--- src/rtl/pvm_pkg.sv ---
`timescale 1ns / 1ps

package pvm_pkg;

    localparam int VOICES           = 32;
    localparam int VOICE_BITS       = $clog2(VOICES);
    localparam int VCNT_BITS        = $clog2(VOICES + 1);
    localparam int SAMPLE_ADDR_BITS = 20;
    localparam int MEM_DEPTH        = 1 << SAMPLE_ADDR_BITS;

    localparam int POS_W   = 36;
    localparam int STEP_W  = 32;
    localparam int BASE_W  = 20;
    localparam int LEN_W   = 21;
    localparam int RATE_W  = 16;
    localparam int GAIN_W  = 7;
    localparam int ORATE_W = 17;
    localparam int ACC_W   = 24;

    // step = (rate * pitch << 9) / output_rate
    localparam int NUM_W   = RATE_W + 8 + 9;
    localparam int DEN_W   = ORATE_W;
    localparam int DCNT_W  = $clog2(NUM_W + 1);

    localparam logic [ORATE_W-1:0] ORATE_RESET = ORATE_W'(11025);

    localparam logic [2:0] OP_MIX    = 3'd0;
    localparam logic [2:0] OP_START  = 3'd1;
    localparam logic [2:0] OP_UPDATE = 3'd2;
    localparam logic [2:0] OP_STOP   = 3'd3;
    localparam logic [2:0] OP_WRITE  = 3'd4;

    // reciprocal of 127 for mix products below 2^23
    localparam logic [18:0] RECIP_MIX = 19'd264208;
    localparam int          RECIP_MIX_SH = 25;

    typedef struct packed {
        logic [POS_W-1:0]  pos;
        logic [STEP_W-1:0] step;
        logic [BASE_W-1:0] base;
        logic [LEN_W-1:0]  len;
        logic [RATE_W-1:0] rate;
        logic [GAIN_W-1:0] gl;
        logic [GAIN_W-1:0] gr;
    } t_voice;

    // min(127, x / 127) for x below 2^15
    function automatic logic [GAIN_W-1:0] gain_div(input logic [14:0] x);
        logic [23:0] prod;
        logic [8:0]  q0;
        logic [15:0] rem;
        logic [8:0]  q;
        begin
            prod = {9'd0, x} * 24'd258;
            q0   = prod[23:15];
            rem  = {1'b0, x} - 16'({7'd0, q0} * 16'd127);
            q    = (rem >= 16'd127) ? q0 + 9'd1 : q0;
            gain_div = (q > 9'd127) ? GAIN_W'(127) : q[GAIN_W-1:0];
        end
    endfunction

endpackage

--- src/rtl/pvm_div.sv ---
`timescale 1ns / 1ps

module pvm_div (
    input  logic                       i_clk,
    input  logic                       i_rst_n,
    input  logic                       i_start,
    input  logic [pvm_pkg::NUM_W-1:0]  i_num,
    input  logic [pvm_pkg::DEN_W-1:0]  i_den,
    output logic                       o_done,
    output logic [pvm_pkg::NUM_W-1:0]  o_quot
);

    logic                        r_busy;
    logic                        r_done;
    logic [pvm_pkg::DCNT_W-1:0]  r_cnt;
    logic [pvm_pkg::DEN_W:0]     r_rem;
    logic [pvm_pkg::NUM_W-1:0]   r_q;
    logic [pvm_pkg::DEN_W-1:0]   r_den;
    logic [pvm_pkg::DEN_W:0]     trial;
    logic                        fits;

    // shift in one numerator bit, subtract when it fits
    assign trial = {r_rem[pvm_pkg::DEN_W-1:0], r_q[pvm_pkg::NUM_W-1]};
    assign fits  = trial >= {1'b0, r_den};

    always_ff @(posedge i_clk) begin
        if (!i_rst_n) begin
            r_busy <= 1'b0;
            r_done <= 1'b0;
            r_cnt  <= '0;
        end else begin
            r_done <= 1'b0;
            if (i_start) begin
                r_busy <= 1'b1;
                r_cnt  <= pvm_pkg::DCNT_W'(pvm_pkg::NUM_W);
            end else if (r_busy) begin
                r_cnt <= r_cnt - 1'b1;
                if (r_cnt == pvm_pkg::DCNT_W'(1)) begin
                    r_busy <= 1'b0;
                    r_done <= 1'b1;
                end
            end
        end
    end

    always_ff @(posedge i_clk) begin
        if (i_start) begin
            r_rem <= '0;
            r_q   <= i_num;
            r_den <= i_den;
        end else if (r_busy) begin
            r_rem <= fits ? trial - {1'b0, r_den} : trial;
            r_q   <= {r_q[pvm_pkg::NUM_W-2:0], fits};
        end
    end

    assign o_done = r_done;
    assign o_quot = r_q;

endmodule

--- config.mk ---
export PLATFORM = sky130hd
export DESIGN_NAME = pvm_div
export DESIGN_NICKNAME = d
export VERILOG_FILES = /design/src/rtl/pvm_pkg.sv /design/src/rtl/pvm_div.sv
export SDC_FILE = /design/constraint.sdc
export NUM_CORES = 1
export LEC_CHECK = 0
export ABC_AREA = 0
export BUFFER_PORTS_ARGS = -buffer_cell sky130_fd_sc_hd__buf_2
export CAP_MARGIN = 20
export CORE_ASPECT_RATIO = 1.4
export CORE_UTILIZATION = 58
export CTS_CLUSTER_SIZE = 10
export DETAILED_ROUTE_END_ITERATION = 8
export PLACE_DENSITY = 0.84
export SETUP_SLACK_MARGIN = 0.2
export SLEW_MARGIN = 20
export SYNTH_ARGS = -nofsm -noshare
export SYNTH_HDL_FRONTEND = slang
export SYNTH_SLANG_ARGS = --single-unit
--- constraint.sdc ---
create_clock -name i_clk -period 5.2 [get_ports i_clk]
set_clock_uncertainty 0.2 [all_clocks]
set_input_delay 0.26 -clock i_clk [delete_from_list [all_inputs] [get_ports i_clk]]
set_output_delay 0.26 -clock i_clk [all_outputs]
set_load 0.01 [all_outputs]
==> out/metrics.csv <==
stage,metric,value,unit
critical_path,cpLargestDelayFamily,compound AO/OA/AOI/OAI gates,
critical_path,path_cells,inv_1 -> ha_1 -> inv_1 -> fa_1 -> a21o_1 -> a221o_1 -> a31o_4 -> a211oi_4 -> mux2_2 -> a211oi_1,
power_and_ir_drop,ir_drop,0.0002550,V
routing,dr_wl_met2,5133,um
yosys,ys_ff_latch,75,
routing,vias_per_cell,6.041,
yosys,post-synth-top-area-cell,edfxtp_1,
critical_path,cpMaxStageDelayCell,a211oi_4,
routing,wl_met3,652,um
yosys,ys_seq_area_share,50.55,%
cells_and_area,drive_above_1_share,30.19,%
sta,final_max_slew_viol_count,0,
routing,vias,3268,
cells_and_area,stdcell_count,541,
floorplanning,die_w,71.84,um
yosys,synth_cell_types,45,
status,status,"finished, final reports clean",
floorplanning,core.rowCount,35,
cells_and_area,multi_input_area,0.001804,mm2
global_route,grt_usage,27.86,%
sta,setup_violations,0,
sta,setup_ws,1.381,ns
yosys,syn_avg_cell_area,11.09,um2
clock_network,cts_tree,built,
routing,top_layer_used,met4,
floorplanning,initial_utilization,60.29,%
routing,wire_per_inst,18.00,um
placement,dp_hpwl,6353,um
sta,rsz0062_at_grt,false,
yosys,syn_inst,357,
critical_path,crit_type,reg -> reg,
clock_network,cts_root_buf,clkbuf_8,
critical_path,worstPathArrival,3.85,ns
clock_network,htree_num_levels,3,
clock_network,post_cts_resized,0,
yosys,synthFlopType,edfxtp_1,
critical_path,critical_path_depth,10,
cells_and_area,area_growth_syn_to_layout,23.25,%
clock_network,numCtsBuffers,9,
critical_path,cp_max_fo,19,
sta,tightestPinTransition,0.9163,ns
critical_path,path_buf_inv,2,
power_and_ir_drop,power_density,334.5,mW/mm2
sta,hold_violations,0,
power_and_ir_drop,leakagePower,2.074,nW
global_route,grt_max_degree,37,
critical_path,slowest_delay,0.77,ns
floorplanning,num_io_pins,87,
routing,wl_met1,3665,um
critical_path,reg2reg_slack,1.38,ns
global_route,grt.overflow.total,0,
placement,gp_congestion,0.8891,
yosys,yosys_warnings,0,
yosys,ys_async_sr_fraction,0,%
global_route,grt_pass1_wl,15160,um
routing,ant_nets,0,
clock_network,cts.sinks,75,
floorplanning,core-area,0.006569,mm2
clock_network,postCtsHoldBufs,18,
yosys,synth_area_leaders,"edfxtp_1 38%, dfxtp_1 13%, mux2_2 9.7%",
worst_hold_path,hp-class,in -> reg,
cells_and_area,diodes,0,
cells_and_area,final_nets,535,
critical_path,end_kind,register,
clock_network,clk-insertion-delay-late,0.35,ns
routing,drtIter0Drc,318,
critical_path,startpoint_type,register,
floorplanning,die_h,99.77,um
cells_and_area,fill_cells,405,
routing,routed_wl,9739,um
clock_network,clock_tree.buffer_depth,2,
critical_path,crit_top_cell,inv_1,
routing,dr.pass1.iters,4,
global_route,antenna_found_initial,0,
sta,fmax,261.9,MHz
critical_path,worstPathRequired,5.24,ns
placement,io_buffers,86,
sta,slew_headroom,38.69,%
placement,dpl.cell_count,505,
yosys,synth-edff-count,50,
global_route,grt_pass1_vias,3346,
run,maxCapViolCount,0,
sta,fin_setup_tns,0,ns
critical_path,r2r_cells,10,
routing,drc,0,
yosys,synth_top_area_share,37.91,%
floorplanning,dieArea,0.007167,mm2
worst_hold_path,hold_depth,2,
yosys,netlist_area,0.003960,mm2
placement,pre_cts_slack,1.455,ns
sta,min_period_over_period,73.43,%
cells_and_area,seq_area,0.002002,mm2
clock_network,clk_pin_slew,0.09,ns
sta,fin_crit,3.819,ns
clock_network,cts_setup_buffers,0,
yosys,synth_nets,430,
## power by group
| part | total [W] | internal (W) | leakage, nW | switching [W] |
|---|---|---|---|---|
| Combinational | 0.000361 | 0.000159 | 1.25 | 0.000202 |
| Clock | 0.000538 | 0.000318 | 0.117 | 0.000220 |
| Sequential | 0.000733 | 0.000700 | 0.703 | 0.0000333 |
## state kept, by name, summed over array words and instances, names as in the netlist
register  count
r_cnt         6
r_rem        17
r_den        17
o_quot       33
r_busy        1
o_done        1
## final timing paths
kind	from	to
worst min-delay path	i_num[0]	o_quot[0]
worst max-delay path	o_quot[32]	r_rem[0]
worst min register to register	r_cnt[1]	r_cnt[1]
worst max register to register	o_quot[32]	r_rem[0]
## metrics by stage
stage          power [W]  hold slack [ns]  utilization [%]  instance area [um2]
2_1_floorplan  0.0009762           0.1589                -                 3960
3_3_place_gp    0.001067           0.2370            67.62                 4442
3_5_place_dp    0.001081           0.2383            67.62                 4442
4_1_cts         0.001628        0.0005101            74.00                 4861
5_1_grt         0.001700       0.00004582            74.30                 4881
6_report        0.001632         0.007870            74.30                 4881
## synthesized netlist by cell type, types with 2 or more instances
| library cell | n |
|---|---|
| mux2i_1 | 6 |
| and4_1 | 2 |
| a21o_1 | 4 |
| mux2_2 | 34 |
| a211oi_1 | 9 |
| nand2b_1 | 6 |
| o21bai_1 | 2 |
| a21oi_1 | 19 |
| o31ai_1 | 3 |
| edfxtp_1 | 50 |
| nor2_1 | 25 |
| nor3_1 | 4 |
| buf_4 | 2 |
| a21boi_0 | 3 |
| inv_1 | 23 |
| o211ai_1 | 5 |
| a221o_1 | 2 |
| and3_1 | 8 |
| nor4_1 | 3 |
| clkbuf_1 | 12 |
| xnor2_1 | 8 |
| nor2b_1 | 3 |
| nand4_1 | 4 |
| a311oi_1 | 2 |
| nand3b_1 | 4 |
| dfxtp_1 | 25 |
| nor3b_1 | 3 |
| xor2_1 | 7 |
| ha_1 | 19 |
| nand3_1 | 5 |
| a41oi_1 | 2 |
| nand2_1 | 25 |
| o21ai_0 | 16 |
## final cells by class
| type | instances | share of cell area (%) |
|---|---|---|
| sequential | 75 | 41.02 |
| timing repair buffer | 109 | 13.38 |
| multi-input combinational | 243 | 36.96 |
| clock inverter | 7 | 2.358 |
| inverter | 24 | 1.846 |
| clock buffer | 9 | 2.538 |
| tap | 74 | 1.897 |
## placed cells by master, fill, tap and decap left out, drive strengths merged, types with 4 or more instances in the layout
cell type,n
buf,89
edfxtp,50
mux2,34
nor2,25
nand2,25
dfxtp,25
inv,24
dlygate4sd3,20
a21oi,19
ha,19
o21ai,16
a211oi,10
clkbuf,9
and3,8
xnor2,8
xor2,7
mux2i,6
nand2b,6
nand3,5
o211ai,5
a21o,4
nand4,4
nand3b,4
nor3,4
## cell families (layout without fill, tap and decap cells)
family | Yosys count | after routing | synth area share, %
AND/OR/NAND/NOR | 93 | 93 | 11.63
multiplexers | 40 | 40 | 11.18
buffers and inverters | 39 | 149 | 3.886
adder cells (fa/ha/maj) | 20 | 20 | 6.509
AO/OA/AOI/OAI | 75 | 75 | 12.92
flip-flops | 75 | 75 | 50.55
XOR/XNOR | 15 | 15 | 3.318
## layer usage
layer,vias up,track usage (%)
li1,1526,-
met1,1558,28.93
met2,155,50.58
met3,29,7.430
met4,0,14.63
met5,-,0
No activity file was read; power rests on OpenSTA's default activity.
